==> config.mk <==
export PLATFORM = sky130hd
export DESIGN_NAME = rda_cell
export DESIGN_NICKNAME = d
export VERILOG_FILES = /design/src/hw/rtl/rda_pkg.sv /design/src/hw/rtl/rda_cell.sv
export SDC_FILE = /design/constraint.sdc
export NUM_CORES = 1
export LEC_CHECK = 0
export BUFFER_PORTS_ARGS = -buffer_cell sky130_fd_sc_hd__buf_2
export CORE_ASPECT_RATIO = 0.5
export CORE_MARGIN = 2
export CORE_UTILIZATION = 55
export DETAILED_ROUTE_END_ITERATION = 16
export PLACE_DENSITY = 0.86
export SLEW_MARGIN = 25
export SYNTH_ARGS = -nofsm -noshare
export SYNTH_HDL_FRONTEND = slang
export SYNTH_SLANG_ARGS = --single-unit
export TNS_END_PERCENT = 100
==> constraint.sdc <==
create_clock -name i_clk -period 7.9 [get_ports i_clk]
set_input_delay 1.58 -clock i_clk [delete_from_list [all_inputs] [get_ports i_clk]]
set_output_delay 1.58 -clock i_clk [all_outputs]
set_load 0.02 [all_outputs]
==> src/hw/rtl/rda_pkg.sv <==
// Shared constants and the query record for the rank distance accumulator.
`default_nettype none

package rda_pkg;

    // Capacity of one vector and the derived widths
    localparam int MAX_ITEMS = 64;
    localparam int IDX_W     = $clog2(MAX_ITEMS);
    localparam int CNT_W     = $clog2(MAX_ITEMS + 1);

    // Field widths
    localparam int RANK_W    = 7;
    localparam int SHARE_W   = 2 * RANK_W;
    localparam int VEC_W     = 17;
    localparam int TOT_W     = 27;
    localparam int METRIC_W  = 2;

    localparam logic [VEC_W-1:0] VEC_MAX = {VEC_W{1'b1}};
    localparam logic [TOT_W-1:0] TOT_MAX = {TOT_W{1'b1}};

    // Metric select codes (the unused code behaves as footrule)
    localparam logic [METRIC_W-1:0] METRIC_FOOTRULE = 2'd0;
    localparam logic [METRIC_W-1:0] METRIC_KENDALL  = 2'd1;
    localparam logic [METRIC_W-1:0] METRIC_SPEARMAN = 2'd2;

    // One element travelling down the cell chain
    typedef struct packed {
        logic               valid;
        logic [RANK_W-1:0]  rank_a;
        logic [RANK_W-1:0]  rank_b;
        logic [IDX_W-1:0]   idx;       // position of the element in its vector
        logic               ignored;   // beyond capacity: no store, no share
        logic               kendall;   // count discordant pairs in the cells
        logic               last_vec;
        logic               last_set;
        logic [SHARE_W-1:0] share;     // distance share, grows in Kendall mode
    } t_query;

endpackage

`default_nettype wire

==> src/hw/rtl/rda_cell.sv <==
// One chain cell: holds one stored rank pair and checks passing elements against it.
`default_nettype none

module rda_cell import rda_pkg::*; (
    input  wire logic             i_clk,
    input  wire logic             i_rst_n,
    input  wire logic             i_advance,
    input  wire logic [IDX_W-1:0] i_index,
    input  wire t_query           i_query,
    output t_query                o_query
);

    logic [RANK_W-1:0] r_rank_a;
    logic [RANK_W-1:0] r_rank_b;
    t_query            r_query;
    t_query            n_query;
    logic              w_store;
    logic              w_check;
    logic              w_discord;

    // An element writes the cell at its own position; later ones compare in Kendall mode
    assign w_store = i_query.valid && !i_query.ignored && (i_query.idx == i_index);
    assign w_check = i_query.valid && !i_query.ignored && i_query.kendall
                     && (i_query.idx > i_index);

    // Discordant pair, ties in either ranking do not count
    assign w_discord = ((r_rank_a > i_query.rank_a) && (r_rank_b < i_query.rank_b)) ||
                       ((r_rank_a < i_query.rank_a) && (r_rank_b > i_query.rank_b));

    always_comb begin
        n_query = i_query;
        if (w_check && w_discord) begin
            n_query.share = i_query.share + SHARE_W'(1);
        end
    end

    // Stored pair, written once per vector
    always_ff @(posedge i_clk) begin
        if (i_advance && w_store) begin
            r_rank_a <= i_query.rank_a;
            r_rank_b <= i_query.rank_b;
        end
    end

    // Hand the element on to the next cell
    always_ff @(posedge i_clk) begin
        if (!i_rst_n) begin
            r_query <= '0;
        end else if (i_advance) begin
            r_query <= n_query;
        end
    end

    assign o_query = r_query;

endmodule

`default_nettype wire

Word-level counts from Yosys, hierarchy flattened
Index checks and enable logic that the tools add are counted.
{ "word_totals": {"register_bits": 53, "out_inout_bits": 39, "elab_cells": 29} }
{ "op_classes": {"add_sub_neg": 1, "n_lt_le_gt_ge": 5, "n_eq_ne": 1, "mux": 1, "n_reduce_logical": 10} }
{ "op_table": {"columns": ["cell", "count"], "rows": [
  ["$add A14 B1 Y14 const B", 1],
  ["$gt A7 B7 Y1", 2],
  ["$lt A7 B7 Y1", 2],
  ["$mux W14", 1],
  ["$logic_and A1 B1 Y1", 8],
  ["$eq A6 B6 Y1", 1],
  ["$gt A6 B6 Y1", 1],
  ["$logic_not A1 Y1", 1],
  ["$logic_or A1 B1 Y1", 1]
]} }

Longest topological paths before layout
{ "logic_depth": {"depth_word": 6, "ltp_mapped": 10, "ltp_nobuf": 8} }

Worst setup path after synthesis
No wires, ideal clock.
{ "synth_path": {"kind": "input port to flip-flop", "startpoint": "in i_advance", "endpoint": "reg r_rank_a[0], enable pin", "t_arrival_ps": 3497, "required_time_ps": 7497, "slack_ps": 4001, "cell_stages": 5, "n_path_buf": 3, "path_cell_list": "clkbuf_1 -> buf_1 -> clkbuf_1 -> nand3_1 -> nor3_1"} }
{ "synth_between": {"elab_chain_len": 1} }
{ "synth_lines": {"columns": ["item", "line_no", "source"], "rows": [
  ["from (decl)", "rda_cell.sv:7", "input wire logic i_advance,"],
  ["$logic_and A1 B1 Y1", "rda_cell.sv:39", "if (i_advance && w_store) begin"],
  ["to (signal assigned)", "rda_cell.sv:40", "r_rank_a <= i_query.rank_a;"],
  ["to (decl)", "rda_cell.sv:13", "logic [RANK_W-1:0] r_rank_a;"]
]} }
No other way between the ends.
A chain may end at the register's enable or synchronous reset.

Final worst setup path
{ "layout_path": {"startpoint": "in i_query[33] (netlist bit)", "endpoint": "reg r_query, in the netlist o_query[8]"} }
{ "layout_between": {"elab_chain_len": 5, "elab_cells_between_ends": 7} }
{ "layout_lines": {"columns": ["item", "line_no", "source"], "rows": [
  ["from (decl)", "rda_cell.sv:9", "input wire t_query i_query,"],
  ["$gt A7 B7 Y1 / $lt A7 B7 Y1 (equally long branches)", "rda_cell.sv:27, rda_cell.sv:28", null],
  ["$logic_and A1 B1 Y1, on equally long branches", "rda_cell.sv:27, rda_cell.sv:28", null],
  ["$logic_or A1 B1 Y1 (*)", "rda_cell.sv:27", "assign w_discord = ((r_rank_a > i_query.rank_a) && (r_rank_b < i_query.rank_b)) ||"],
  ["$logic_and A1 B1 Y1 (*)", "rda_cell.sv:32", "if (w_check && w_discord) begin"],
  ["$mux W14 (*)", "rda_cell.sv:32", null],
  ["to (signal assigned)", "rda_cell.sv:50", "r_query <= n_query;"],
  ["to (decl)", "rda_cell.sv:15", "t_query r_query;"]
]} }
Mark *: on every way between the ends. The rest lies on a longest branch, timed or not.

==> reports/results.txt <==
Worst reg-to-reg path cell count: 7
Post-Place Setup Slack: 3.85 ns
Least-Margin Pin Slew: 0.697 ns
Seq. cell area: 1200 um2
First-pass GRT wire length: 10800 um
VDD IR max: 89.9 uV
Final Instance Area: 3430 um2
Top cell family by delay on the critical path: compound AO/OA/AOI/OAI gates
CORE AREA: 4930 um2
Die H: 54.7 um
Most frequent cells in the layout: buf_2, dfxtp_1, inv_1, mux2i_1, nor2b_1
Critical path's largest stage delay: 0.53 ns
Skew final: 0.00900 ns
Final wirelength: 6750 um
Initial Util: 0.573
WP buf/inv: 2
Most frequent CP cell: a21oi_1
CTS buffer count: 5
Syn avg cell area: 9.57 um2
CTS tree: done
# port buffers: 86
Prevailing post-synth register cell: dfxtp_1
Most common cell after layout, fill and taps aside: buf_2
Postcts setup bufs: 0
Worst r2r src: r_rank_a[2]
Total power: 599 uW
Critical R2R Capture: o_query[8]
Post-synth EDFFs: 14
Rows: 18
Die ar.: 5760 um2
Post-route antenna net violation count: 0
Final GP Congestion: 0.837
Setup TNS Final: 0 ns
Gr ovfl total: 0
Root Driver: clkbuf_8
Post-layout min period: 3.74 ns
Slew margin rel.: 0.534
Worst setup path class: input port to flop
Hold Crit Start: o_query[17]
Gr usage total: 0.243
Fillcell total: 392
CTS Sinks: 53
Slew Viols, Final: 0
Nets: 444
Ratio of cells with drive above 1 in the final layout: 0.271
Cells after synthesis: 295
Routed len/inst: 15.1 um
Initial antenna violation count: 0
Layout Area Growth over Synthesis: 21.4%
DRT iter0 DRCs: 61
FFs w/ async S/R, synth: 0
Critical path startpoint: i_query[33]
Number of synthesized register bits: 53
Yosys cell types: 44
Final Hold Vio Count: 0
Critical path's slowest cell: or4_1
Clock slew at reported path FFs: 0.09 ns
WP depth: 9
Hold Path Class: flop to flop
Worst Setup End Kind: flop
Clock Latency Late Sink: 0.31 ns
Crit share post-route: 0.473
Worst setup path endpoint: o_query[8]
Internal reg-to-reg setup slack: 5.17 ns
Drt via density: 5.60
# setup viols final: 0
Vias: 2499
Final worst setup slack: 4.16 ns
Largest net degree at the start of global routing: 59
Clock Tree Buf Depth: 2
Synth Warn #: 0
Critical Path RT: 8.13 ns
Cts repair resizes: 0
Crit path DAT: 3.97 ns
Hold_buf cts: 0
Post-DP HPWL: 5030 um
Outcome: complete, no violations
Pwr dens: 175 nW/um2
Ports: 87
Lkg Pwr: 1.62 nW
Peak Freq: 267 MHz
DRC: 0
Worst-path maximum fanout: 21
RSZ-0062 raised after global routing: no
Die width: 105 um
H-tree Lvls: 2
Net Count, Synth: 364
Post-layout util: 0.695
Crit-path cells: buf_2, inv_1, ha_1, a21oi_1, a21oi_1, a2111oi_4, mux2_4, or4_1, a31oi_1
Synth Cell Area: 2820 um2
Drt pass-1 iters: 5
Sequential fraction of the synthesis area: 0.425
Vias in the first global route: 2428
Multi-input gate area: 1450 um2
Worst Setup Start Kind: input port
Post-placement cell area: 3300 um2
Max-cap violations: 0
Diode count: 0
worst min-delay path by stage:
stage	endpoint	slack (ns)	cells after the start
floorplan	o_query[26]	0.59	2
global placement	o_query[31]	0.49	2
detailed placement	o_query[36]	0.50	2
CTS	o_query[36]	0.52	2
global route	o_query[27]	0.54	2
finish	o_query[17]	0.52	2
state kept, by name, indices dropped and copies added, names as in the netlist:
name	cells
r_rank_b	7
r_rank_a	7
o_query	39
worst min-delay path, stage by stage, from the launching register on:
cell,delay (ns)
dfxtp_1,0.33
mux2i_1,0.06
nor2b_1,0.09
routing by layer:
metal  global-route usage  wire length, um  vias to the layer above
li1                     -                -                     1227
met1                0.274             2830                     1181
met2                0.477             3450                       74
met3               0.0488              317                       17
met4               0.0911              155                        0
met5                    0                0                        -
cells by family after synthesis:
logic type      share of synthesized area
compound gates                      0.135
fa+ha+maj                          0.0930
buf+inv                            0.0669
flops                               0.425
mux                                0.0975
simple gates                        0.182
cells in the mapped netlist (all sizes together) (4+ instances only):
cell,instances,area share
dfxtp,39,0.28
inv,33,0.044
mux2i,26,0.092
nor2b,25,0.055
ha,21,0.093
o21ai,17,0.030
edfxtp,14,0.15
a21oi,12,0.023
nand2,12,0.016
nand3,12,0.021
clkbuf,11,0.015
a31oi,8,0.018
nor4,7,0.016
nor2,6,0.0080
nor3,6,0.011
o31ai,5,0.013
or4,5,0.013
buf,4,0.0084
nand4,4,0.0089
report_power, final:
part,internal [mW],switching [mW]
clock network,0.103,0.0899
logic,0.0432,0.0665
registers,0.291,0.00586
metrics by stage:
step	instances	hold WS, ns
global route	446	0.543
finish	446	0.518
global placement	438	0.490
floorplan	295	0.590
detailed placement	438	0.497
CTS	446	0.523
layout make-up:
| class | instances | share of cell area |
|---|---|---|
| repair buffers | 88 | 0.130 |
| flip-flops and latches | 53 | 0.350 |
| inverters | 33 | 0.0361 |
| well taps | 70 | 0.0255 |
| clock buffers | 6 | 0.0241 |
| clock inverters | 2 | 0.0109 |
| multi-input cells | 194 | 0.423 |
No activity file was read; power rests on OpenSTA's default activity.
