<file path="config.mk">
export PLATFORM = sky130hd
export DESIGN_NAME = rda_accum
export DESIGN_NICKNAME = d
export VERILOG_FILES = /design/src/hw/rtl/rda_pkg.sv /design/src/hw/rtl/rda_accum.sv
export SDC_FILE = /design/constraint.sdc
export NUM_CORES = 1
export LEC_CHECK = 0
export BUFFER_PORTS_ARGS = -buffer_cell sky130_fd_sc_hd__clkbuf_2
export CAP_MARGIN = 0
export CORE_UTILIZATION = 45
export CTS_CLUSTER_SIZE = 25
export DETAILED_ROUTE_END_ITERATION = 8
export PLACE_DENSITY = 0.72
export REMOVE_ABC_BUFFERS = 1
export SYNTH_ARGS = -nofsm -noshare
export SYNTH_HDL_FRONTEND = slang
export SYNTH_SLANG_ARGS = --single-unit
</file>
<file path="constraint.sdc">
create_clock -name i_clk -period 8.3 [get_ports i_clk]
set_input_delay 1.66 -clock i_clk [delete_from_list [all_inputs] [get_ports i_clk]]
set_output_delay 1.66 -clock i_clk [all_outputs]
set_load 0.05 [all_outputs]
</file>
<file path="src/hw/rtl/rda_pkg.sv">
// Shared constants and the query record for the rank distance accumulator.
`default_nettype none

package rda_pkg;

    // Capacity of one vector and the derived widths
    localparam int MAX_ITEMS = 64;
    localparam int IDX_W     = $clog2(MAX_ITEMS);
    localparam int CNT_W     = $clog2(MAX_ITEMS + 1);

    // Field widths
    localparam int RANK_W    = 7;
    localparam int SHARE_W   = 2 * RANK_W;
    localparam int VEC_W     = 17;
    localparam int TOT_W     = 27;
    localparam int METRIC_W  = 2;

    localparam logic [VEC_W-1:0] VEC_MAX = {VEC_W{1'b1}};
    localparam logic [TOT_W-1:0] TOT_MAX = {TOT_W{1'b1}};

    // Metric select codes (the unused code behaves as footrule)
    localparam logic [METRIC_W-1:0] METRIC_FOOTRULE = 2'd0;
    localparam logic [METRIC_W-1:0] METRIC_KENDALL  = 2'd1;
    localparam logic [METRIC_W-1:0] METRIC_SPEARMAN = 2'd2;

    // One element travelling down the cell chain
    typedef struct packed {
        logic               valid;
        logic [RANK_W-1:0]  rank_a;
        logic [RANK_W-1:0]  rank_b;
        logic [IDX_W-1:0]   idx;       // position of the element in its vector
        logic               ignored;   // beyond capacity: no store, no share
        logic               kendall;   // count discordant pairs in the cells
        logic               last_vec;
        logic               last_set;
        logic [SHARE_W-1:0] share;     // distance share, grows in Kendall mode
    } t_query;

endpackage

`default_nettype wire

</file>
<file path="src/hw/rtl/rda_accum.sv">
// Chain tail: per-vector sum, running total, result register and chain hold.
`default_nettype none

module rda_accum import rda_pkg::*; (
    input  wire logic              i_clk,
    input  wire logic              i_rst_n,
    input  wire t_query            i_query,
    input  wire logic              i_out_stall,
    output logic                   o_advance,
    output logic                   o_out_valid,
    output logic [VEC_W-1:0]       o_vector_distance,
    output logic [TOT_W-1:0]       o_set_total,
    output logic                   o_set_done,
    output logic                   o_status
);

    logic [VEC_W-1:0] r_partial;
    logic [TOT_W-1:0] r_total;
    logic             r_ovf;
    logic             r_out_valid;
    logic [VEC_W-1:0] r_vec;
    logic [TOT_W-1:0] r_tot;
    logic             r_done;
    logic             r_status;

    logic [VEC_W-1:0] n_partial;
    logic [TOT_W-1:0] n_total;
    logic             n_ovf;
    logic [VEC_W:0]   w_psum;
    logic [TOT_W:0]   w_tsum;
    logic             w_take;
    logic             w_result;

    // Hold the whole chain only when a result meets a full, stalled output
    assign o_advance = !(i_query.valid && i_query.last_vec && r_out_valid && i_out_stall);
    assign w_take    = o_advance && i_query.valid;
    assign w_result  = w_take && i_query.last_vec;

    // Saturating adds: element share into the vector, vector into the total
    assign w_psum    = {1'b0, r_partial} + (VEC_W + 1)'(i_query.share);
    assign n_partial = w_psum[VEC_W] ? VEC_MAX : w_psum[VEC_W-1:0];
    assign w_tsum    = {1'b0, r_total} + (TOT_W + 1)'(n_partial);
    assign n_total   = w_tsum[TOT_W] ? TOT_MAX : w_tsum[TOT_W-1:0];
    assign n_ovf     = r_ovf || i_query.ignored;

    // Vector and set state
    always_ff @(posedge i_clk) begin
        if (!i_rst_n) begin
            r_partial <= '0;
            r_total   <= '0;
            r_ovf     <= 1'b0;
        end else if (w_result) begin
            r_partial <= '0;
            r_ovf     <= 1'b0;
            r_total   <= i_query.last_set ? '0 : n_total;
        end else if (w_take) begin
            r_partial <= n_partial;
            r_ovf     <= n_ovf;
        end
    end

    // Result register
    always_ff @(posedge i_clk) begin
        if (!i_rst_n) begin
            r_out_valid <= 1'b0;
        end else if (w_result) begin
            r_out_valid <= 1'b1;
        end else if (r_out_valid && !i_out_stall) begin
            r_out_valid <= 1'b0;
        end
    end

    always_ff @(posedge i_clk) begin
        if (w_result) begin
            r_vec    <= n_partial;
            r_tot    <= n_total;
            r_done   <= i_query.last_set;
            r_status <= n_ovf;
        end
    end

    assign o_out_valid       = r_out_valid;
    assign o_vector_distance = r_vec;
    assign o_set_total       = r_tot;
    assign o_set_done        = r_done;
    assign o_status          = r_status;

`ifndef ASSERT_OFF
    // A closed set leaves a zero total behind
    assert property (@(posedge i_clk) disable iff (!i_rst_n)
        (w_result && i_query.last_set) |=> (r_total == '0))
        else $error("total not cleared after set end");

    // A closed vector leaves no partial sum or overflow mark
    assert property (@(posedge i_clk) disable iff (!i_rst_n)
        w_result |=> ((r_partial == '0) && !r_ovf))
        else $error("vector state not cleared after vector end");

    // The total always includes the vector it reports
    assert property (@(posedge i_clk) disable iff (!i_rst_n)
        o_out_valid |-> (o_set_total >= TOT_W'(o_vector_distance)))
        else $error("total below vector distance");

    // A held chain leaves the vector sum untouched
    assert property (@(posedge i_clk) disable iff (!i_rst_n)
        !o_advance |=> $stable(r_partial))
        else $error("partial sum moved while chain held");
`endif

endmodule

`default_nettype wire
</file>
### Word-level counts from Yosys, hierarchy flattened

Index checks and enable logic that the tools add are counted.

* add/sub/neg operators: 2
* muxes and demuxes: 5
* bitwise logic cells: 1
* reduce and logical (&&, ||, !) cells: 11

Operator list (count)
* $mux 27: 2
* $add 27x17->28: 1
* $add 17x14->18: 1
* $mux 17: 1
* $logic_and 1x1->1: 6
* $logic_not 1->1: 2
* $mux 1: 2
* $reduce_bool 2->1: 1
* $reduce_or 2->1: 1
* $logic_or 1x1->1: 1
* $not 1->1: 1

* register bits: 92
* input port bits: 42
* output and inout port bits: 48
* logic and storage cells: 27

### Longest topological paths before layout

Gate-level depths: netlist of run 1.

* depth in word-level cells: 7
* gate-level depth with buffers: 20

### Worst setup path after synthesis of run 1

Ideal clock, no wire load.

* kind: input to register
* start: in i_query[3] in the netlist's numbering
* end: reg r_tot[20], in the netlist o_set_total[20] (data pin)
* arrival: 5.245 ns
* required time: 8.042 ns
* slack: 2.797 ns
* cell stages on the path: 17
* buffers on the path: 1
* path through: ha_1 > a21o_1 > a21oi_1 > a21oi_1 > o21ai_1 > o21ai_0 > clkbuf_1 > or2_2 > ha_1 > fa_1 > a211oi_1 > o211ai_4 > a21oi_1 > o31ai_1 > and3_1 > xnor2_1 > nand2_1

* cells in the longest elaborated chain, start to end: 4

RTL lines
* from (decl): line rda_accum.sv:7 `input wire t_query i_query,`
* $add 17x14->18: line rda_accum.sv:40 `assign w_psum = {1'b0, r_partial} + (VEC_W + 1)'(i_query.share);`
* $mux 17: line rda_accum.sv:41 `assign n_partial = w_psum[VEC_W] ? VEC_MAX : w_psum[VEC_W-1:0];`
* via n_partial[0]: line rda_accum.sv:26 `logic [VEC_W-1:0] n_partial;`
* $add 27x17->28: line rda_accum.sv:42 `assign w_tsum = {1'b0, r_total} + (TOT_W + 1)'(n_partial);`
* $mux 27: line rda_accum.sv:43 `assign n_total = w_tsum[TOT_W] ? TOT_MAX : w_tsum[TOT_W-1:0];`
* via n_total[20]: line rda_accum.sv:27 `logic [TOT_W-1:0] n_total;`
* to (signal assigned): line rda_accum.sv:76 `r_tot <= n_total;`
* to (decl): line rda_accum.sv:22 `logic [TOT_W-1:0] r_tot;`

The timed path passes the listed nets, and every way through them passes these cells.
A chain may end at the register's enable or synchronous reset.

### Worst setup path in the final report of run 1

* start: in i_query[1] in the netlist's numbering
* end: reg r_total[8]

* cells in the longest elaborated chain, start to end: 5

RTL lines
* $add 17x14->18: line rda_accum.sv:40
* $mux 17: line rda_accum.sv:41
* via n_partial[14]: line rda_accum.sv:26
* $add 27x17->28: line rda_accum.sv:42
* $mux 27: line rda_accum.sv:43
* via n_total[8]: line rda_accum.sv:27
* $mux 27: line rda_accum.sv:55 `r_total <= i_query.last_set ? '0 : n_total;`
* to (signal assigned): line rda_accum.sv:55
* to (decl): line rda_accum.sv:18 `logic [TOT_W-1:0] r_total;`

The timed path passes the listed nets, and every way through them passes these cells.

==> impl_metrics.yaml, run 1 <==
status:
  run_status: "finished clean"
die:
  fp.coreArea_sq_um: 10980
  chipWidth_microns: 108.9
  placementRows: 38
  floorplan.die_area_sq_um: 11870
  io-pin-count: 90
  floorplan.die.height_microns: 108.9
  initial_core_util_pct: 46.86
sta:
  rsz0062_at_grt: "false"
  finalClockSkew_ps: 8.641
  max_clock_freq_mhz: 158.8
  setup_viol_count_final: 0
  maxSlewHeadroom_pct: 19.02
  report.final.hold_viol_count: 0
  max_slew.worst_pin.slew_ps: 1215
  final-max-slew-violation-count: 0
  period_needed_ps: 6297
  setup_total_negative_slack_ps: 0
  fin_crit_sh_pct: 75.87
yosys:
  synth.mux.area_fraction_pct: 0.3890
  synth_fa_ha_area_share_pct: 8.315
  syn_area_sq_um: 5146
  compound_gate_portion_of_the_synthesized_area_pct: 21.35
  ys.flop_type: "sky130_fd_sc_hd__edfxtp_1"
  yosysWarnings: 0
  synth_xor_area_share_pct: 5.446
  synth_top_family_by_area: "compound AO/OA/AOI/OAI gates"
  post_synth.cell_area_avg_sq_um: 9.408
  synth_enable_flop_cells: 46
  async_flop_share_pct: 0
  yosys_register_bits: 92
  postSynthCellCount: 547
  synth_seq_area_share_pct: 44.74
  ys_types: 60
  synth_simple_gate_area_share_pct: 16.61
clock_network:
  tritoncts: "yes"
  cts_buffer_depth: 2
  cts.repair.resized: 0
  root_buffer: "sky130_fd_sc_hd__clkbuf_16"
  clk_pin_slew_ps: 60
  clk-insertion-delay-late_ps: 330
  htreeDepth: 3
  post_cts_hold_buffer_count: 0
  cts_inserted_buffers: 9
  cts_sinks: 92
  cts_setup_buffers: 0
route:
  detail_route.vias_per_cell: 5.668
  drt-pass1-iter-count: 5
  post_drt_wl_per_cell_microns: 15.07
  route.detailed.drc: 0
  antenna_violating_nets_post_route: 0
  aggregate_routed_wire_length_microns: 11320
  route.vias.total: 4257
  first_drt_iteration_drcs: 180
critical_path:
  crit_path_cell_trace: "clkbuf_2 > ha_1 > a21oi_1 > nand4b_1 > a21oi_1 > o21ai_1 > o21ai_1 > nand2_1 > nand2_1 > ha_1 > a21oi_1 > o21ai_1 > a31oi_1 > nor2_1 > o21ai_2 > o21ai_1 > a22o_1"
  crit_family: "compound AO/OA/AOI/OAI gates"
  crit_top_cell: "sky130_fd_sc_hd__o21ai_1"
  crit_path_max_incr_delay_ps: 960
  cp_max_fo: 30
  crit_type: "in2reg"
  cp.arrival_ps: 6520
  critical_path_top_delay_cell: "sky130_fd_sc_hd__o21ai_2"
  worst-endpoint-required_ps: 8520
  startpoint_type: "input port"
  critical_path.endpoint_type: "flip-flop"
  timing.critical_path.buf_inv: 1
grt:
  grt_pass1_vias: 3904
  grt_first_pass_wirelength_microns: 18550
  largest_net_degree_at_the_start_of_global_routing: 37
  grt_remaining_overflow: 0
  antenna_found_initial: 0
  globalRouteTotalUtil_pct: 20.23
placement:
  placement.io_buffers: 68
  number_of_placed_instances_with_taps_included: 735
  place_hpwl_microns: 8383
  gp_congestion: 0.9125
finish:
  multi_input_area_sq_um: 2690
  final_cell_count_no_fill: 751
  final_layout_net_count: 681
  growth_of_design_area_from_synthesis_to_finish_pct: 14.47
  antennaDiodeCount: 0
  regArea_sq_um: 2302
  drive_gt1_share_pct: 17.18
  n_fill_cell: 1003
flow_run:
  max_cap_viol_count: 0
power_and_ir_drop:
  vdd_ir_drop_max_uv: 96.25
  ratio_of_total_power_to_cell_area_nw_per_um2: 213.4
  p_leak_uw: 0.002478
hold_path:
  timing.hold.worst.class: "reg2reg"
## sequential cells by signal (all words and copies together) (netlist names)
register / count
o_set_total: 27
o_status: 1
o_set_done: 1
r_ovf: 1
r_total: 27
o_out_valid: 1
o_vector_distance: 17
r_partial: 17
## kinds of logic after synthesis
kind of cell    after synthesis
simple gates                180
compound gates              168
fa+ha+maj                    33
buf+inv                      40
flops                        92
mux                           2
xor+xnor                     32
## metal layers
layer	vias up	routed length, microns	share of wire, %	GRT usage, %
met5	-	0	0	0
met4	0	179	1.6	7.915
met3	15	575	5.1	3.228
met2	125	5376	48	32.66
met1	1992	5185	46	27.09
li1	2125	-	-	-
## worst paths after layout
path,end,depth (start not counted),startpoint,slack [ps]
worst min register to register,r_total[13]$_SDFFE_PN0P_,1,r_total[13]$_SDFFE_PN0P_,470
worst min-delay path,r_total[13]$_SDFFE_PN0P_,1,r_total[13]$_SDFFE_PN0P_,470
worst max register to register,r_total[8]$_SDFFE_PN0P_,16,r_partial[1]$_SDFFE_PP0P_,3100
worst max-delay path,r_total[8]$_SDFFE_PN0P_,17,i_query[1],2000
## metrics by stage
step	total power, uW	hold WS, ps	utilization, %	setup slack (ps)	instance area, sq um
2_1_floorplan	791.9	429.3	-	2361	5044
3_3_place_gp	856.2	444.4	50.97	1841	5598
3_5_place_dp	865.4	462.5	50.97	1703	5598
4_1_cts	1263	477.7	53.63	2059	5891
5_1_grt	1317	494.3	53.63	1434	5891
6_report	1257	471.2	53.63	2003	5891
## synth_stat cells, types with 2 or more instances
cell type	n	share of area (%)
sky130_fd_sc_hd__nand2_1	70	5.1
sky130_fd_sc_hd__a21oi_1	49	4.8
sky130_fd_sc_hd__dfxtp_1	46	18
sky130_fd_sc_hd__edfxtp_1	46	27
sky130_fd_sc_hd__o21ai_0	39	3.8
sky130_fd_sc_hd__nor2_1	33	2.4
sky130_fd_sc_hd__ha_1	31	7.5
sky130_fd_sc_hd__a22o_1	17	2.9
sky130_fd_sc_hd__xnor2_1	17	2.9
sky130_fd_sc_hd__clkbuf_1	16	1.2
sky130_fd_sc_hd__inv_1	15	1.1
sky130_fd_sc_hd__xor2_1	15	2.6
sky130_fd_sc_hd__a31oi_1	13	1.6
sky130_fd_sc_hd__nand3_1	13	1.3
sky130_fd_sc_hd__nor3_1	13	1.3
sky130_fd_sc_hd__or2_2	9	1.1
sky130_fd_sc_hd__and3_1	8	0.97
sky130_fd_sc_hd__o21ai_1	8	0.78
sky130_fd_sc_hd__buf_2	7	0.68
sky130_fd_sc_hd__nand2b_1	6	0.73
sky130_fd_sc_hd__nand4_1	6	0.73
sky130_fd_sc_hd__a21o_1	5	0.73
sky130_fd_sc_hd__a21boi_0	4	0.58
sky130_fd_sc_hd__and2_1	4	0.49
sky130_fd_sc_hd__nor2b_1	4	0.49
sky130_fd_sc_hd__o211ai_1	4	0.58
sky130_fd_sc_hd__a211oi_1	3	0.44
sky130_fd_sc_hd__a21boi_1	3	0.44
sky130_fd_sc_hd__o2bb2ai_1	3	0.51
sky130_fd_sc_hd__a211o_1	2	0.34
sky130_fd_sc_hd__and4_1	2	0.34
sky130_fd_sc_hd__fa_1	2	0.78
sky130_fd_sc_hd__mux2i_1	2	0.39
sky130_fd_sc_hd__nor3b_1	2	0.29
sky130_fd_sc_hd__nor4_1	2	0.24
sky130_fd_sc_hd__o21a_1	2	0.29
sky130_fd_sc_hd__o21bai_1	2	0.29
sky130_fd_sc_hd__or3_1	2	0.24
## worst reg2reg max path: cells and delay by family, from the launching register on
kind / cells / cell delay [ps]
DFF: 1 / 330
adders and majority gates: 2 / 620
AOI/OAI and AO/OA: 10 / 3130
and+or+nand+nor: 4 / 1010
## final cells by class
| type | instances | share of cell area (%) |
|---|---|---|
| multi-input cells | 415 | 45.67 |
| well taps | 140 | 2.974 |
| repair buffers | 72 | 6.287 |
| clock buffers | 9 | 3.823 |
| clock inverters | 7 | 1.147 |
| inverters | 16 | 1.020 |
| flip-flops and latches | 92 | 39.08 |
## cell usage in the layout (no fill, tap or decap), drive strengths merged, types with 3 or more instances in the layout
master    netlist  routed
clkbuf         16      77
nand2          70      70
a21oi          49      49
o21ai          47      47
dfxtp          46      46
edfxtp         46      46
nor2           33      33
ha             31      31
xnor2          17      17
a22o           17      17
xor2           15      15
inv            16      15
nand3          14      14
nor3           13      13
a31oi          13      13
or2            10      10
and3            8       8
a21boi          7       7
nand4           6       6
nand2b          6       6
o211ai          6       6
a21o            5       5
and2            4       4
nor2b           4       4
buf             8       4
clkinv          0       4
a211oi          3       3
o2bb2ai         3       3
clkinvlp        0       3
## where the power goes
group	switching (uW)	leakage (uW)	internal [uW]
sequential	12.8	0.000805	518
combinational	222	0.00154	105
clock	168	0.000137	232
Note: power is estimated with default switching activity, not from simulation.
==> inputs of run 2 (changes only) <==
- ABC_AREA: not set -> 1
- PLACE_DENSITY: 0.72 -> 0.71
- clock period: 8.3 -> 6 ns (I/O delays scaled with it)
==> run 2 against run 1 <==
  * Routed wire length rose by 21%
  * Synthesized area is 18% higher
  * Non-clock buffer count is 2 lower
  * Cell count grew 46%
  * First-iteration DRC count is 91% higher
  * Via count up 22%
  * Hold slack got worse by 15 ps
  * Final area increased by 17%
  * Flip-flop and latch count is the same
  * Clock-buffer cell count up 2
  * Sequential power grew 38%
  * Clock skew about the same
  * Critical endpoint is now o_set_total[18]$_DFFE_PP_
  * Highest routed layer unchanged
==> impl_metrics.yaml, run 2 <==
status:
  run_status: "finished clean"
critical_path:
  worstReg2RegStart: "r_partial[5]$_SDFFE_PP0P_"
  crit_path_max_incr_delay_ps: 540
  critical_path_top_delay_cell: "sky130_fd_sc_hd__a21oi_4"
  crit_type: "in2reg"
  crit_family: "simple AND/OR/NAND/NOR gates"
  cp_max_fo: 22
  critical_path.endpoint_type: "flip-flop"
  cp.arrival_ps: 4820
  reg2reg_setup_slack_ps: 1890
  startpoint_type: "input port"
  timing.critical_path.buf_inv: 3
  crit_top_cell: "sky130_fd_sc_hd__nand2_1"
  worst-endpoint-required_ps: 6090
  timing.reg2reg.worst_path_depth: 17
  timing.rr.end: "o_set_total[18]$_DFFE_PP_"
  crit_path_cell_trace: "clkbuf_2 > ha_1 > nand2_1 > inv_1 > a21oi_1 > nand2_1 > nand2_1 > nand2_1 > nand2_2 > o21ai_0 > ha_1 > nand2_1 > nand3_2 > nand3_2 > nand3_4 > a21oi_4 > buf_12 > nand3_1"
yosys:
  async_flop_share_pct: 0
  synth_xor_area_share_pct: 2.156
  synth_top_cell_area_share_pct: 22.66
  post-synth-top-count-cell: "sky130_fd_sc_hd__nand2_1"
  yosys-top-cells-count: "sky130_fd_sc_hd__nand2_1 (330), sky130_fd_sc_hd__inv_1 (149), sky130_fd_sc_hd__nand3_1 (53)"
  postSynthCellCount: 848
  synth_enable_flop_cells: 46
  compound_gate_portion_of_the_synthesized_area_pct: 5.173
  synth_fa_ha_area_share_pct: 7.021
  synth.mux.area_fraction_pct: 0
  synth_simple_gate_area_share_pct: 36.73
  synth_top_family_by_area: "simple AND/OR/NAND/NOR gates"
  yosys_register_bits: 92
  ys.flop_type: "sky130_fd_sc_hd__edfxtp_1"
  yosys-top-cells-area: "sky130_fd_sc_hd__edfxtp_1 (23%), sky130_fd_sc_hd__nand2_1 (20%), sky130_fd_sc_hd__dfxtp_1 (15%)"
  ys_types: 40
  synth_seq_area_share_pct: 37.77
  syn_area_sq_um: 6095
  yosysWarnings: 0
  synth_area_leader_cell: "sky130_fd_sc_hd__edfxtp_1"
  post_synth.cell_area_avg_sq_um: 7.187
die:
  floorplan.die_area_sq_um: 14010
  initial_core_util_pct: 46.02
  io-pin-count: 90
  fp.coreArea_sq_um: 13240
  floorplan.die.height_microns: 118.4
  placementRows: 42
  chipWidth_microns: 118.4
sta:
  setup_viol_count_final: 0
  finalClockSkew_ps: 8.180
  maxSlewHeadroom_pct: 32.35
  setup_total_negative_slack_ps: 0
  report.final.hold_viol_count: 0
  max_clock_freq_mhz: 211.1
  rsz0062_at_grt: "false"
  fin_crit_sh_pct: 78.96
  final-max-slew-violation-count: 0
  max_slew.worst_pin.slew_ps: 1013
  period_needed_ps: 4738
finish:
  layout.cells.most_common: "sky130_fd_sc_hd__nand2_1"
  growth_of_design_area_from_synthesis_to_finish_pct: 13.04
  final_core_utilization_pct: 52.02
  drive_gt1_share_pct: 14.77
  layout_common_cells: "sky130_fd_sc_hd__nand2_1 (330), sky130_fd_sc_hd__inv_1 (148), sky130_fd_sc_hd__clkbuf_2 (68), sky130_fd_sc_hd__nand3_1 (53)"
  n_fill_cell: 1339
  final_layout_net_count: 991
  antennaDiodeCount: 0
route:
  detail_route.vias_per_cell: 4.726
  route.detailed.drc: 0
  drt-pass1-iter-count: 4
  route.vias.total: 5184
  first_drt_iteration_drcs: 344
  aggregate_routed_wire_length_microns: 13730
  post_drt_wl_per_cell_microns: 12.52
  antenna_violating_nets_post_route: 0
clock_network:
  root_buffer: "sky130_fd_sc_hd__clkbuf_16"
  cts_setup_buffers: 0
  cts_sinks: 92
  htreeDepth: 3
  cts_inserted_buffers: 9
  tritoncts: "yes"
  clk-insertion-delay-late_ps: 350
  clk_pin_slew_ps: 60
  post_cts_hold_buffer_count: 0
  cts.repair.resized: 0
  cts_buffer_depth: 2
hold_path:
  hold_path.startpoint: "r_total[14]$_SDFFE_PN0P_"
  timing.hold.worst.class: "reg2reg"
  min_to: "r_total[14]$_SDFFE_PN0P_"
  hold_depth: 2
power_and_ir_drop:
  post-layout-total-power_uw: 1831
  vdd_ir_drop_max_uv: 144.2
  ratio_of_total_power_to_cell_area_nw_per_um2: 265.8
  p_leak_uw: 0.003786
grt:
  grt_pass1_vias: 4699
  largest_net_degree_at_the_start_of_global_routing: 47
  globalRouteTotalUtil_pct: 20.77
  grt_first_pass_wirelength_microns: 23020
  grt_remaining_overflow: 0
  antenna_found_initial: 0
placement:
  place_hpwl_microns: 10150
  placement.io_buffers: 68
  gp_congestion: 0.9259
flow_run:
  max_cap_viol_count: 0
## run 2: cell types whose count changed in the layout (fill, tap and decap cells not counted), sizes merged, moves of 13 or more
cell	delta
inv	+140
nor2	+16
a21oi	-30
nand2	+278
a31oi	-13
nand3	+55
o21ai	-32
a22o	-17
## run 2: cell families (layout without fill, tap and decap cells)
kind of cell | count (synthesis) | in the layout
compound gates | 51 | 51
xor+xnor | 15 | 15
fa+ha+maj | 33 | 33
buf+inv | 168 | 241
flops | 92 | 92
simple gates | 489 | 489
## run 2: report_power, final
part	internal, uW	switching, uW	total [uW]
logic	151	361	511
clock network	337	250	587
registers	716	16.4	733
total	1200	627	1830
## run 2: how the worst max path moves through the flow
stage	start	endpoint	slack [ps]	cells after the start
2_1_floorplan	i_query[6]	o_set_total[17]$_DFFE_PP_	1500	16
5_1_grt	i_query[5]	o_set_total[26]$_DFFE_PP_	940	18
6_report	i_query[5]	o_set_total[18]$_DFFE_PP_	1260	18
3_3_place_gp	i_query[6]	o_set_total[17]$_DFFE_PP_	980	18
4_1_cts	i_query[5]	o_set_total[26]$_DFFE_PP_	1290	18
3_5_place_dp	i_query[5]	o_set_total[17]$_DFFE_PP_	960	18
## run 2: per-stage QoR
step                      area (sq um)  setup WS (ps)  hold WS, ps  instances
final                             6889           1262        455.9       1097
after global routing              6889          935.7        481.0       1097
after CTS                         6889           1288        459.1       1097
after detailed placement          6585          958.7        448.3       1081
after global placement            6585          983.3        443.3       1081
after floorplan                   5997           1496        432.3        835
## run 2: layer usage
metal / part of all wire (%) / track usage (%) / vias up
met4: 1.7 / 7.991 / 0
li1: - / - / 2787
met3: 3.6 / 2.413 / 15
met5: 0 / 0 / -
met1: 51 / 28.47 / 2285
met2: 44 / 33.57 / 97
## run 2: worst min-delay path, stage by stage, from the launching register on
cell and delay, ps:
sky130_fd_sc_hd__dfxtp_1 310, sky130_fd_sc_hd__nand2_1 60, sky130_fd_sc_hd__nand2_1 40
## run 2: cell type report
class / count / area (sq um) / share of cell area (%)
flip-flops and latches: 92 / 2302 / 33.42
clock buffers: 11 / 242.7 / 3.523
multi-input cells: 588 / 3113 / 45.19
clock inverters: 5 / 61.31 / 0.8899
repair buffers: 70 / 367.9 / 5.340
inverters: 155 / 581.8 / 8.445
well taps: 176 / 220.2 / 3.197
==> inputs of run 3 (changes only) <==
- clock period: 6 -> 4.65 ns (I/O delays scaled with it)
==> run 3 against run 2 <==
  * Critical path depth rose by 2
  * Cell count is 0.55% higher
  * Final area rose by 0.11%
  * Hold slack gained 3.1 ps
  * Via count is 0.19% higher
  * Worst setup slack got worse by 520 ps
  * Global-route usage is 0.60 points lower
  * Critical path type unchanged
  * Largest power group unchanged
==> impl_metrics.yaml, run 3 (synthesis gave the netlist of run 2 again) <==
power_and_ir_drop:
  vdd_ir_drop_max_uv: 155.8
  p_leak_uw: 0.003794
  ratio_of_total_power_to_cell_area_nw_per_um2: 331.8
finish:
  growth_of_design_area_from_synthesis_to_finish_pct: 13.16
  final_layout_net_count: 997
  drive_gt1_share_pct: 15.43
  layout.cells.most_common: "sky130_fd_sc_hd__nand2_1"
  final_core_utilization_pct: 52.08
  layout_common_cells: "sky130_fd_sc_hd__nand2_1 (330), sky130_fd_sc_hd__inv_1 (148), sky130_fd_sc_hd__clkbuf_2 (68), sky130_fd_sc_hd__nand3_1 (53)"
  antennaDiodeCount: 0
sta:
  max_clock_freq_mhz: 255.7
  setup_total_negative_slack_ps: 0
  report.final.hold_viol_count: 0
  setup_viol_count_final: 0
  max_slew.worst_pin.slew_ps: 1011
  final-max-slew-violation-count: 0
  worst_case_setup_margin_in_the_final_layout_ps: 738.7
  rsz0062_at_grt: "false"
  finalClockSkew_ps: 7.021
  fin_crit_sh_pct: 84.11
  maxSlewHeadroom_pct: 32.49
  final.hold.worst_slack_ps: 459.1
  period_needed_ps: 3911
clock_network:
  clk-insertion-delay-late_ps: 340
  cts_inserted_buffers: 9
  htreeDepth: 3
  cts.repair.resized: 0
  root_buffer: "sky130_fd_sc_hd__clkbuf_16"
  post_cts_hold_buffer_count: 0
  cts_buffer_depth: 2
  tritoncts: "yes"
  clk_pin_slew_ps: 70
  cts_sinks: 92
  cts_setup_buffers: 0
grt:
  grt_pass1_vias: 4618
  grt_first_pass_wirelength_microns: 22430
  grt_remaining_overflow: 0
  largest_net_degree_at_the_start_of_global_routing: 47
  antenna_found_initial: 0
  globalRouteTotalUtil_pct: 20.17
die:
  fp.coreArea_sq_um: 13240
  floorplan.die_area_sq_um: 14010
  floorplan.die.height_microns: 118.4
  initial_core_util_pct: 46.02
  placementRows: 42
  io-pin-count: 90
  chipWidth_microns: 118.4
flow_run:
  max_cap_viol_count: 0
placement:
  place_hpwl_microns: 10250
  gp_congestion: 0.9283
  placement.io_buffers: 68
  placement.setup.worst_slack_ps: 374.5
route:
  antenna_violating_nets_post_route: 0
  drt-pass1-iter-count: 5
  route.detailed.drc: 0
  post_drt_wl_per_cell_microns: 12.13
  route.vias.total: 5194
  first_drt_iteration_drcs: 280
  aggregate_routed_wire_length_microns: 13380
  detail_route.vias_per_cell: 4.709
critical_path:
  cp.arrival_ps: 3990
  startpoint_type: "input port"
  crit_type: "in2reg"
  cp_max_fo: 10
  worst-endpoint-required_ps: 4730
  critical_path.endpoint_type: "flip-flop"
status:
  run_status: "finished clean"
hold_path:
  timing.hold.worst.class: "reg2reg"
==> run 3: cell types whose count changed in the layout (fill, tap and decap cells not counted), sizes merged <==
cell,previous run,this run
buf,2,8
clkinv,4,6
bufinv,1,0
clkbuf,79,78
clkinvlp,0,1
inv,155,154
==> run 3: area by class of cell <==
| type | count | area [sq um] |
|---|---|---|
| inverter | 155 | 581.8 |
| tap | 176 | 220.2 |
| sequential | 92 | 2302 |
| timing repair buffer | 76 | 400.4 |
| fill | 1273 | 6346 |
| multi-input combinational | 588 | 3113 |
| clock inverter | 6 | 40.04 |
| clock buffer | 10 | 239.0 |
==> run 3: critical path, cell delays in order <==
cell and delay, ps:
sky130_fd_sc_hd__clkbuf_2 90, sky130_fd_sc_hd__ha_1 160, sky130_fd_sc_hd__inv_1 50, sky130_fd_sc_hd__fa_1 380
sky130_fd_sc_hd__inv_1 120, sky130_fd_sc_hd__nand3_1 80, sky130_fd_sc_hd__nand2_1 120, sky130_fd_sc_hd__nand2_1 70
sky130_fd_sc_hd__nand2_1 120, sky130_fd_sc_hd__nand2_1 80, sky130_fd_sc_hd__nand3_1 90, sky130_fd_sc_hd__nand3_1 160
sky130_fd_sc_hd__ha_1 390, sky130_fd_sc_hd__a21oi_1 350, sky130_fd_sc_hd__nor2_2 90, sky130_fd_sc_hd__inv_1 80
sky130_fd_sc_hd__a21oi_2 70, sky130_fd_sc_hd__a21oi_4 160, sky130_fd_sc_hd__buf_4 270, sky130_fd_sc_hd__nand3_4 120
==> run 3: routing by layer <==
layer | track usage (%) | vias to the layer above | share of wire [%]
li1 | - | 2800 | -
met1 | 28.78 | 2282 | 52
met2 | 31.51 | 98 | 44
met3 | 2.654 | 14 | 3.0
met4 | 6.566 | 0 | 1.4
met5 | 0 | - | 0
==> run 3: final timing paths <==
path | from | to | slack, ps | cells after the start
hold reg to reg | r_total[8]$_SDFFE_PN0P_ | r_total[8]$_SDFFE_PN0P_ | 460 | 2
setup reg to reg | r_partial[0]$_SDFFE_PP0P_ | o_set_total[11]$_DFFE_PP_ | 1070 | 19
setup / recovery | i_query[0] | o_set_total[11]$_DFFE_PP_ | 740 | 20
hold / removal | r_total[8]$_SDFFE_PN0P_ | r_total[8]$_SDFFE_PN0P_ | 460 | 2
==> run 3: power breakdown <==
group | internal, uW | total, uW | switching (uW)
combinational | 195 | 658 | 463
clock | 376 | 685 | 309
sequential | 924 | 945 | 20.6
==> run 3: stage by stage <==
stage	instance area (sq um)	cells	total power, uW
after CTS	6897	1103	2302
after detailed placement	6618	1087	1616
after floorplan	5997	835	1464
after global routing	6897	1103	2416
after global placement	6618	1087	1611
final	6897	1103	2288
